[src/sv/vgarf_pkg.sv]
// types and constants shared by the video gate array register file
`timescale 1ns / 1ps

package vgarf_pkg;

    typedef enum logic [1:0] {
        OP_IO_WRITE   = 2'd0,
        OP_IO_STATUS  = 2'd1,
        OP_MEM_STATUS = 2'd2,
        OP_NONE       = 2'd3
    } op_t;

    typedef struct packed {
        logic [1:0]  operation;
        logic [15:0] address;
        logic [7:0]  write_data;
        logic        hblank;
        logic        vblank;
        logic        status_hsync;
        logic        status_vsync;
        logic        tempo_bit;
        logic        mode_switch;
    } req_t;

    typedef struct packed {
        logic [7:0]  read_data;
        logic [25:0] display_regs;
        logic        screen_changed;
        logic        border_changed;
        logic        mode_changed;
        logic        gate_changed;
        logic        gate_value;
        logic        scroll_write;
        logic [2:0]  scroll_index;
        logic        vram_ctrl_write;
        logic        vram_ctrl_select;
        logic [7:0]  forwarded_data;
    } rsp_t;

    // low address byte decode
    localparam logic [7:0] ADDR_VRAM_CTRL  = 8'hcc;
    localparam logic [7:0] ADDR_VRAM_MASK  = 8'hfe;
    localparam logic [7:0] ADDR_GATE       = 8'h08;
    localparam logic [7:0] ADDR_MODE       = 8'hce;
    localparam logic [7:0] ADDR_SCROLL     = 8'hcf;
    localparam logic [7:0] ADDR_PALETTE    = 8'hf0;

    // high address byte on the scroll address
    localparam logic [7:0] SUB_SCROLL_FIRST = 8'd1;
    localparam logic [7:0] SUB_SCROLL_LAST  = 8'd5;
    localparam logic [7:0] SUB_BORDER       = 8'd6;

    localparam logic [7:0] PAL_GROUP_FLAG  = 8'h40;
    localparam logic [7:0] STATUS_FIXED    = 8'h7e;

    localparam logic [3:0] MODE_RESET      = 4'h8;
    localparam logic [3:0] PAL_RESET [4]   = '{4'h9, 4'hf, 4'h9, 4'hf};

endpackage

[src/sv/vgarf_req_if.sv]
// bus access channel into the register file
`timescale 1ns / 1ps

interface vgarf_req_if;
    logic               valid;
    logic               ready;
    vgarf_pkg::req_t    payload;

    modport source (output valid, output payload, input ready);
    modport sink   (input valid, input payload, output ready);
endinterface

[src/sv/vgarf_rsp_if.sv]
// result channel out of the register file
`timescale 1ns / 1ps

interface vgarf_rsp_if;
    logic               valid;
    logic               ready;
    vgarf_pkg::rsp_t    payload;

    modport source (output valid, output payload, input ready);
    modport sink   (input valid, input payload, output ready);
endinterface

[src/sv/video_gate_array_register_file_core.sv]
// Register file of a video gate array: decodes bus writes into the display
// mode, border colour, palette group, four palette entries and the timer gate
// latch, forwards scroll and VRAM format writes, and packs status reads. Each
// item gives one result. An item is captured in an input register, decoded
// against the current register state and written into a result register, so
// one item is taken every clock while results are taken, and a result is
// valid once its item has passed both registers. The result register and the
// input register let a new item in while an earlier result waits to be taken.
// cfg_wr_en writes the status compatibility bit; write it only while the block
// is idle.
`timescale 1ns / 1ps

module video_gate_array_register_file_core (
    input  logic         clk,
    input  logic         rst_n,
    input  logic         cfg_wr_en,
    input  logic         cfg_wr_data,
    vgarf_req_if.sink    req,
    vgarf_rsp_if.source  rsp
);
    import vgarf_pkg::*;

    // pipeline control
    logic        in_valid_reg;
    req_t        in_reg;
    logic        rsp_valid_reg;
    rsp_t        rsp_reg;
    logic        advance;
    logic        accept;

    // register state
    logic        compat_reg;
    logic [3:0]  mode_reg;
    logic [3:0]  mode_next;
    logic [3:0]  border_reg;
    logic [3:0]  border_next;
    logic [1:0]  group_reg;
    logic [1:0]  group_next;
    logic [3:0]  pal_reg  [4];
    logic [3:0]  pal_next [4];
    logic        gate_reg;
    logic        gate_next;

    rsp_t        rsp_next;

    // decode helpers
    logic [7:0]  lo;
    logic [7:0]  hi;
    logic        ext_mode;
    logic        mirror;
    logic [1:0]  pal_idx;
    logic [3:0]  pal_we;
    logic        pal_changed;
    logic        group_changed;

    assign advance   = in_valid_reg && (!rsp_valid_reg || rsp.ready);
    assign req.ready = !in_valid_reg || advance;
    assign accept    = req.valid && req.ready;

    assign rsp.valid   = rsp_valid_reg;
    assign rsp.payload = rsp_reg;

    assign lo       = in_reg.address[7:0];
    assign hi       = in_reg.address[15:8];
    assign ext_mode = !mode_reg[3];
    assign mirror   = (mode_reg[2:0] == 3'b111);
    assign pal_idx  = in_reg.write_data[5:4];

    // mirror mode: entry 0 also lands in entry 1, entry 3 also in entry 2
    always_comb
    begin
        pal_we[0] = (pal_idx == 2'd0);
        pal_we[1] = (pal_idx == 2'd1) || (mirror && pal_idx == 2'd0);
        pal_we[2] = (pal_idx == 2'd2) || (mirror && pal_idx == 2'd3);
        pal_we[3] = (pal_idx == 2'd3);
    end

    always_comb
    begin
        mode_next   = mode_reg;
        border_next = border_reg;
        group_next  = group_reg;
        gate_next   = gate_reg;
        for (int i = 0; i < 4; i++)
        begin
            pal_next[i] = pal_reg[i];
        end
        rsp_next = '0;

        unique case (op_t'(in_reg.operation))
            OP_IO_STATUS:
            begin
                rsp_next.read_data = {in_reg.hblank, in_reg.vblank, in_reg.status_hsync,
                                      in_reg.status_vsync, 2'b00, in_reg.mode_switch,
                                      in_reg.tempo_bit};
            end
            OP_MEM_STATUS:
            begin
                rsp_next.read_data = (compat_reg ? STATUS_FIXED : 8'h00)
                                   | {in_reg.hblank, 6'b000000, in_reg.tempo_bit};
            end
            OP_IO_WRITE:
            begin
                priority if ((lo & ADDR_VRAM_MASK) == ADDR_VRAM_CTRL)
                begin
                    rsp_next.vram_ctrl_write  = 1'b1;
                    rsp_next.vram_ctrl_select = lo[0];
                    rsp_next.forwarded_data   = in_reg.write_data;
                end
                else if (lo == ADDR_GATE)
                begin
                    gate_next = in_reg.write_data[0];
                end
                else if (lo == ADDR_MODE)
                begin
                    mode_next = in_reg.write_data[3:0];
                end
                else if (lo == ADDR_SCROLL)
                begin
                    if (hi >= SUB_SCROLL_FIRST && hi <= SUB_SCROLL_LAST)
                    begin
                        rsp_next.scroll_write   = 1'b1;
                        rsp_next.scroll_index   = hi[2:0];
                        rsp_next.forwarded_data = in_reg.write_data;
                    end
                    else if (hi == SUB_BORDER)
                    begin
                        border_next = in_reg.write_data[3:0];
                    end
                end
                else if (lo == ADDR_PALETTE)
                begin
                    if ((in_reg.write_data & PAL_GROUP_FLAG) != 8'h00)
                    begin
                        group_next = in_reg.write_data[1:0];
                    end
                    else
                    begin
                        for (int i = 0; i < 4; i++)
                        begin
                            if (pal_we[i])
                            begin
                                pal_next[i] = in_reg.write_data[3:0];
                            end
                        end
                    end
                end
            end
            OP_NONE:
            begin
                rsp_next.read_data = 8'h00;
            end
            default:
            begin
                rsp_next.read_data = 8'h00;
            end
        endcase

        pal_changed   = (pal_next[0] != pal_reg[0]) || (pal_next[1] != pal_reg[1])
                     || (pal_next[2] != pal_reg[2]) || (pal_next[3] != pal_reg[3]);
        group_changed = (group_next != group_reg);

        rsp_next.mode_changed   = (mode_next != mode_reg);
        rsp_next.border_changed = (border_next != border_reg);
        rsp_next.gate_changed   = (gate_next != gate_reg);
        rsp_next.gate_value     = gate_next;
        rsp_next.screen_changed = rsp_next.mode_changed
                               || (ext_mode && (pal_changed || group_changed));
        rsp_next.display_regs   = {pal_next[3], pal_next[2], pal_next[1], pal_next[0],
                                   group_next, border_next, mode_next};
    end

    always_ff @(posedge clk or negedge rst_n)
    begin
        if (!rst_n)
        begin
            in_valid_reg  <= 1'b0;
            rsp_valid_reg <= 1'b0;
            compat_reg    <= 1'b0;
            mode_reg      <= MODE_RESET;
            border_reg    <= 4'h0;
            group_reg     <= 2'b00;
            gate_reg      <= 1'b0;
            for (int i = 0; i < 4; i++)
            begin
                pal_reg[i] <= PAL_RESET[i];
            end
        end
        else
        begin
            if (cfg_wr_en)
            begin
                compat_reg <= cfg_wr_data;
            end
            if (req.ready)
            begin
                in_valid_reg <= req.valid;
            end
            if (advance)
            begin
                rsp_valid_reg <= 1'b1;
                mode_reg      <= mode_next;
                border_reg    <= border_next;
                group_reg     <= group_next;
                gate_reg      <= gate_next;
                for (int i = 0; i < 4; i++)
                begin
                    pal_reg[i] <= pal_next[i];
                end
            end
            else if (rsp.ready)
            begin
                rsp_valid_reg <= 1'b0;
            end
        end
    end

    // payload registers
    always_ff @(posedge clk)
    begin
        if (accept)
        begin
            in_reg <= req.payload;
        end
        if (advance)
        begin
            rsp_reg <= rsp_next;
        end
    end

endmodule
[src/flat_wrapper.sv]
// flat-port wrapper written by rule: the top's interface ports become plain ports
module video_gate_array_register_file_core_flat import vgarf_pkg::*;
  (clk, rst_n, cfg_wr_en, cfg_wr_data, req_valid, req_payload, req_ready, rsp_valid, rsp_payload, rsp_ready);
  vgarf_req_if req_i ();
  vgarf_rsp_if rsp_i ();
  input  logic clk;
  input  logic rst_n;
  input  logic cfg_wr_en;
  input  logic cfg_wr_data;
  input wire logic [$bits(req_i.valid)-1:0] req_valid;
  input wire logic [$bits(req_i.payload)-1:0] req_payload;
  output wire logic [$bits(req_i.ready)-1:0] req_ready;
  output wire logic [$bits(rsp_i.valid)-1:0] rsp_valid;
  output wire logic [$bits(rsp_i.payload)-1:0] rsp_payload;
  input wire logic [$bits(rsp_i.ready)-1:0] rsp_ready;
  assign req_i.valid = req_valid;
  assign req_i.payload = req_payload;
  assign req_ready = req_i.ready;
  assign rsp_valid = rsp_i.valid;
  assign rsp_payload = rsp_i.payload;
  assign rsp_i.ready = rsp_ready;
  video_gate_array_register_file_core u_core (.clk(clk), .rst_n(rst_n), .cfg_wr_en(cfg_wr_en), .cfg_wr_data(cfg_wr_data), .req(req_i), .rsp(rsp_i));
endmodule
[config.mk]
export PLATFORM = sky130hd
export DESIGN_NAME = video_gate_array_register_file_core_flat
export DESIGN_NICKNAME = d
export VERILOG_FILES = /design/src/sv/vgarf_pkg.sv /design/src/sv/vgarf_req_if.sv /design/src/sv/vgarf_rsp_if.sv /design/src/sv/video_gate_array_register_file_core.sv /design/src/flat_wrapper.sv
export SDC_FILE = /design/constraint.sdc
export NUM_CORES = 1
export LEC_CHECK = 0
export BUFFER_PORTS_ARGS = -buffer_cell sky130_fd_sc_hd__buf_2
export CAP_MARGIN = 20
export CORE_ASPECT_RATIO = 0.5
export CORE_MARGIN = 4
export CORE_UTILIZATION = 59
export DETAILED_ROUTE_END_ITERATION = 10
export GPL_TIMING_DRIVEN = 0
export MAX_ROUTING_LAYER = met4
export PLACE_DENSITY = 0.89
export SKIP_CTS_REPAIR_TIMING = 1
export SLEW_MARGIN = 10
export SYNTH_ARGS = -nofsm -noshare
export SYNTH_HDL_FRONTEND = slang
export SYNTH_SLANG_ARGS = --single-unit
[constraint.sdc]
create_clock -name clk -period 6.55 [get_ports clk]
set_input_delay 1.31 -clock clk [delete_from_list [all_inputs] [get_ports clk]]
set_output_delay 1.31 -clock clk [all_outputs]
set_load 0.1 [all_outputs]
==> flow_metrics.env, run 1 <==
export IMPL_gp_congestion=0.942
export IMPL_via_per_inst=5.49
export IMPL_rrSetupSlack_ns=3.15
export IMPL_min_path_type="reg -> reg"
export IMPL_arrival_ns=3.61
export IMPL_overflow=0
export IMPL_initial_core_util=0.631
export IMPL_synth_seq_cells=114
export IMPL_layout_nets=496
export IMPL_maxCapViolations=0
export IMPL_use_met1=0.262
export IMPL_finalSetupTns_ns=0
export IMPL_worst_slew_pin_slew_ns=1.11
export IMPL_rsz0062_at_grt="false"
export IMPL_place_hpwl_mm=6.30
export IMPL_peakVddDrop_mv=0.220
export IMPL_worst_slack_ns=3.15
export IMPL_post_route_period_util=0.519
export IMPL_synthAdderAreaFrac=0.00780
export IMPL_gr_usage_met2=0.354
export IMPL_worstHoldStart="u_core.in_valid_reg"
export IMPL_clockBufferDepth=2
export IMPL_status="finished clean"
export IMPL_synthSimpleGateAreaFrac=0.126
export IMPL_period_needed_ns=3.40
export IMPL_hold_depth=1
export IMPL_layout_cells_non_filler=576
export IMPL_antenna_found_initial=0
export IMPL_use_met3=0.0820
export IMPL_coreArea_mm2=0.00762
export IMPL_drt_first_pass_iters=5
export IMPL_numCtsBuffers=17
export IMPL_r2r_end="u_core.rsp.payload[18]"
export IMPL_portBuffers=92
export IMPL_async_reset_ff_frac=0.263
export IMPL_required_ns=6.75
export IMPL_synth_mux_area_frac=0.0902
export IMPL_crit_type="reg -> reg"
export IMPL_pre_cts_slack_ns=3.20
export IMPL_pin_count=93
export IMPL_holdWs_ns=0.489
export IMPL_synth_compound_gate_area_share=0.0392
export IMPL_post_route_cells_drive_above_1_share=0.380
export IMPL_ant_nets=0
export IMPL_crit_path_max_fanout=7
export IMPL_die_w_um=136
export IMPL_mostFrequentLayoutCell="buf_2"
export IMPL_vias=3165
export IMPL_synth_cell_types=43
export IMPL_yosys_most_used_dff="edfxtp_1"
export IMPL_syn_nets=385
export IMPL_area_growth_pct=23.9
export IMPL_ff2ff_path_depth=8
export IMPL_drc=0
export IMPL_syn_cell_area_mm2=0.00481
export IMPL_placed_cells=544
export IMPL_r2r_start="u_core.in_reg[30]"
export IMPL_wl_per_cell_um=17.2
export IMPL_grt_max_degree=62
export IMPL_busiest_layer="met2"
export IMPL_power_density_mw_per_mm2=332
export IMPL_antenna_cells=0
export IMPL_holdPathEnd="u_core.rsp.valid"
export IMPL_tritoncts="done"
export IMPL_fin_util=0.782
export IMPL_drt_iter0_markers=318
export IMPL_p_leak_nw=2.46
export IMPL_clock_fmax_mhz=294
export IMPL_layout_common_cells="buf_2, edfxtp_1, nand2_1"
export IMPL_htree_levels=4
export IMPL_slew_headroom=0.255
export IMPL_cp_start_kind="register"
export IMPL_synth_edf_count=84
export IMPL_die_area_mm2=0.00976
export IMPL_slew_viol_final=0
export IMPL_synth_top_family_by_area="simple AND/OR/NAND/NOR gates"
export IMPL_setup_viol_count_final=0
export IMPL_synthXorXnorAreaFrac=0.0364
export IMPL_wl_mm=9.89
export IMPL_die_h_um=71.9
export IMPL_hold_viol_final=0
export IMPL_clock_sinks=114
export IMPL_grt_pass1_vias=3114
export IMPL_yosys_warnings=0
export IMPL_syn_inst=344
export IMPL_rows=22
export IMPL_grt_total_usage=0.225
export IMPL_grt_pass1_wl_mm=15.7
export IMPL_finClkSkew_ns=0.00659
export IMPL_critPathCaptureType="register"
export IMPL_clk_pin_slew_ns=0.05
export IMPL_root_buffer="clkbuf_16"
export IMPL_clk_latency_ns=0.41
export IMPL_seq_area_frac_synth=0.683
export IMPL_synth_avg_cell_area_um2=14.0
export IMPL_largest_reg_flops=52
==> synthesized netlist by cell type (2+ instances only) <==
cell / count / area [um^2]
edfxtp_1: 84 / 2520
nand2_1: 41 / 154
mux2_2: 35 / 394
nor2_1: 21 / 78.8
dfrtp_1: 17 / 425
o21ai_0: 15 / 75.1
xor2_1: 15 / 131
dfstp_2: 13 / 342
inv_1: 10 / 37.5
nor3_1: 10 / 50.1
clkbuf_1: 8 / 30.0
nand2b_1: 8 / 50.1
nand3_1: 6 / 30.0
nor2b_1: 6 / 37.5
and2_1: 5 / 31.3
xnor2_1: 5 / 43.8
a21boi_0: 4 / 30.0
nand4_1: 4 / 25.0
nor4_1: 4 / 25.0
nor4b_1: 4 / 35.0
a31oi_1: 3 / 18.8
ha_1: 3 / 37.5
buf_1: 2 / 7.51
mux2_4: 2 / 30.0
==> layout make-up <==
type,instances,area [um^2]
Clock inverter,8,62.6
Tap cell,108,135
Buffer,11,48.8
Timing Repair Buffer,92,460
Fill cell,432,1660
Inverter,10,37.5
Sequential cell,114,3290
Clock buffer,24,482
Multi-Input combinational cell,209,1450
==> power by group <==
group / switching [W] / leakage [nW] / total (W) / internal [W]
sequential: 0.0000229 / 1.18 / 0.000854 / 0.000831
combinational: 0.000241 / 1.01 / 0.000290 / 0.0000484
clock: 0.000293 / 0.273 / 0.000837 / 0.000544
==> critical path: stages (launching register included) <==
cell and delay [ns]:
edfxtp_1 0.40, inv_1 0.10, ha_1 0.17, or4b_4 0.48, nor4_1 0.91, nand2_1 0.37, o21ai_0 0.39, a211oi_1 0.09
a32oi_1 0.29
==> worst max-delay path by stage <==
| stage | start | end | slack (ns) | cells after the start |
|---|---|---|---|---|
| finish | u_core.in_reg[30] | u_core.rsp.payload[18] | 3.15 | 8 |
| global route | u_core.in_reg[31] | u_core.rsp.payload[18] | 3.11 | 8 |
| CTS | rsp_ready | req_ready | 3.27 | 3 |
| detailed placement | rsp_ready | u_core.pal_reg[2] | 3.20 | 7 |
| global placement | rsp_ready | u_core.pal_reg[1] | 1.38 | 7 |
| floorplan | rsp_ready | u_core.pal_reg[1] | 2.35 | 6 |
==> cell families after synthesis <==
| family | after synthesis |
|---|---|
| and+or+nand+nor | 118 |
| DFF | 114 |
| muxes | 38 |
| AOI/OAI and AO/OA | 30 |
| buffers and inverters | 21 |
| xor gates and xnor gates | 20 |
| adders and majority gates | 3 |
==> layer usage <==
| layer | share of wire | vias up |
|---|---|---|
| li1 | - | 1477 |
| met1 | 0.40 | 1523 |
| met2 | 0.49 | 142 |
| met3 | 0.091 | 23 |
| met4 | 0.017 | 0 |
| met5 | 0 | - |
==> stage by stage <==
step | power (W) | instance area (um^2)
2_1_floorplan | 0.00110 | 4810
3_3_place_gp | 0.00115 | 5410
3_5_place_dp | 0.00115 | 5420
4_1_cts | 0.00199 | 5960
5_1_grt | 0.00205 | 5970
6_report | 0.00198 | 5970
Power figures use the tool's default switching activity.
==> run 2: changes to the inputs <==
--- a/config.mk
+++ b/config.mk
@@ -9,11 +9,11 @@
 export CAP_MARGIN = 20
 export CORE_ASPECT_RATIO = 0.5
 export CORE_MARGIN = 4
-export CORE_UTILIZATION = 59
+export CORE_UTILIZATION = 50
 export DETAILED_ROUTE_END_ITERATION = 10
 export GPL_TIMING_DRIVEN = 0
 export MAX_ROUTING_LAYER = met4
-export PLACE_DENSITY = 0.89
+export PLACE_DENSITY = 0.81
 export SKIP_CTS_REPAIR_TIMING = 1
 export SLEW_MARGIN = 10
 export SYNTH_ARGS = -nofsm -noshare
==> constraint.sdc (replaced) <==
create_clock -name clk -period 3.02 [get_ports clk]
set_input_delay 0.604 -clock clk [delete_from_list [all_inputs] [get_ports clk]]
set_output_delay 0.604 -clock clk [all_outputs]
set_load 0.1 [all_outputs]
==> run 2 against run 1 <==
Largest cell class unchanged. Clock skew grew 0.0015 ns. Via count shrank 2.8%. Final area grew 3.4%. Sequential power grew 120%. Die area grew 16%. Critical path type unchanged. Register-to-register slack lost 2.9 ns. Maximum frequency grew 25%. Global-route usage shrank 3.7 points. Non-clock buffer count grew 1. Clock power grew to 2.9 times the previous value.
==> flow_metrics.env, run 2 (same netlist as run 1, synthesis figures left out) <==
export IMPL_grt_max_degree=62
export IMPL_hold_viol_final=0
export IMPL_arrival_ns=2.89
export IMPL_crit_type="reg -> reg"
export IMPL_crit_family="simple AND/OR/NAND/NOR gates"
export IMPL_period_needed_ns=2.73
export IMPL_drc=0
export IMPL_finClkSkew_ns=0.00807
export IMPL_path_depth=6
export IMPL_initial_core_util=0.533
export IMPL_numCtsBuffers=17
export IMPL_ff2ff_path_depth=6
export IMPL_use_met1=0.239
export IMPL_regArea_mm2=0.00329
export IMPL_clock_sinks=114
export IMPL_placed_area_mm2=0.00545
export IMPL_drt_first_pass_iters=5
export IMPL_post_route_cells_drive_above_1_share=0.392
export IMPL_busiest_layer="met2"
export IMPL_die_w_um=147
export IMPL_tritoncts="done"
export IMPL_largest_reg_flops=52
export IMPL_use_met3=0.0728
export IMPL_root_buffer="clkbuf_16"
export IMPL_r2r_end="u_core.rsp.payload[38]"
export IMPL_cp_start_kind="register"
export IMPL_rows=24
export IMPL_critPathCaptureType="register"
export IMPL_grt_pass1_vias=3043
export IMPL_die_h_um=77.4
export IMPL_place_hpwl_mm=6.55
export IMPL_setup_viol_count_final=0
export IMPL_crit_chain="inv_1, ha_1, or4b_4, or4_4, nor2_1, mux2_2"
export IMPL_slew_headroom=0.414
export IMPL_clk_latency_ns=0.41
export IMPL_placed_cells=567
export IMPL_slew_viol_final=0
export IMPL_fillers=620
export IMPL_clockBufferDepth=2
export IMPL_overflow=0
export IMPL_via_per_inst=5.14
export IMPL_wl_mm=9.74
export IMPL_drt_iter0_markers=252
export IMPL_layout_nets=497
export IMPL_slowest_delay_ns=0.60
export IMPL_wl_per_cell_um=16.3
export IMPL_area_growth_pct=28.1
export IMPL_gr_usage_met2=0.276
export IMPL_mostFrequentLayoutCell="buf_2"
export IMPL_antenna_cells=0
export IMPL_status="finished clean"
export IMPL_die_area_mm2=0.0114
export IMPL_slowest_stage="or4_4"
export IMPL_layout_common_cells="buf_2, edfxtp_1, nand2_1"
export IMPL_clock_fmax_mhz=366
export IMPL_post_route_period_util=0.905
export IMPL_r2r_start="u_core.in_reg[31]"
export IMPL_vias=3077
export IMPL_grt_pass1_wl_mm=15.8
export IMPL_min_path_type="in -> async"
export IMPL_holdWs_ns=0.243
export IMPL_required_ns=3.18
export IMPL_gp_congestion=0.882
export IMPL_multiInputGateArea_mm2=0.00145
export IMPL_power_density_mw_per_mm2=791
export IMPL_rsz0062_at_grt="false"
export IMPL_portBuffers=92
export IMPL_peakVddDrop_mv=0.494
export IMPL_ant_nets=0
export IMPL_htree_levels=4
export IMPL_cp_num_buf_inv=1
export IMPL_antenna_found_initial=0
export IMPL_maxCapViolations=0
export IMPL_worst_slew_pin_slew_ns=0.871
export IMPL_pin_count=93
export IMPL_layout_cells_non_filler=599
export IMPL_rrSetupSlack_ns=0.29
export IMPL_final_area_mm2=0.00617
export IMPL_coreArea_mm2=0.00904
export IMPL_p_leak_nw=2.54
export IMPL_grt_total_usage=0.189
export IMPL_crit_path_max_fanout=4
export IMPL_clk_pin_slew_ns=0.06
==> run 2: cell types whose count changed in the layout (fill, tap and decap cells not counted), moves of 2 or more <==
| cell | change |
|---|---|
| bufinv_16 | +7 |
| clkbuf_1 | -3 |
| clkbuf_8 | -3 |
| clkinv_2 | -3 |
| clkinv_4 | +3 |
| clkinv_1 | -2 |
==> run 2: where the power goes <==
part           leakage (nW)  internal, W  total (W)  switching [W]
logic                  1.01     0.000105   0.000626       0.000521
clock network         0.344      0.00171    0.00241       0.000695
registers              1.18      0.00180    0.00185      0.0000463
==> run 2: per-stage QoR <==
| stage | util | setup slack [ns] | TNS [ns] | total power [W] |
|---|---|---|---|---|
| 2_1_floorplan | - | 0.0449 | 0 | 0.00238 |
| 3_3_place_gp | 0.602 | -0.125 | -0.328 | 0.00249 |
| 3_5_place_dp | 0.603 | 0.0759 | 0 | 0.00250 |
| 4_1_cts | 0.682 | 0.0763 | 0 | 0.00491 |
| 5_1_grt | 0.682 | 0.0996 | 0 | 0.00504 |
| 6_report | 0.682 | 0.288 | 0 | 0.00488 |
==> run 2: worst max path at each step <==
stage | startpoint | end | slack [ns]
4_1_cts | u_core.in_reg[31] | u_core.rsp.payload[18] | 0.08
3_3_place_gp | rsp_ready | u_core.pal_reg[1] | -0.13
3_5_place_dp | u_core.in_reg[31] | u_core.rsp.payload[18] | 0.08
6_report | u_core.in_reg[31] | u_core.rsp.payload[38] | 0.29
2_1_floorplan | u_core.rsp.valid | u_core.hi[0] | 0.04
5_1_grt | u_core.in_reg[30] | u_core.rsp.payload[18] | 0.1
==> run 2: per-layer routing <==
layer	up-vias	share of wire	wire length, um
li1	1488	-	-
met4	0	0.014	136
met3	17	0.087	851
met1	1436	0.44	4320
met5	-	0	0
met2	136	0.45	4430
==> run 2: cell type report <==
cell class,count,share of cell area
flip-flops and latches,114,0.533
multi-input cells,209,0.235
repair buffers,93,0.0755
clock buffers,18,0.0696
clock inverters,14,0.0461
well taps,130,0.0264
plain buffers,11,0.00791
inverters,10,0.00609
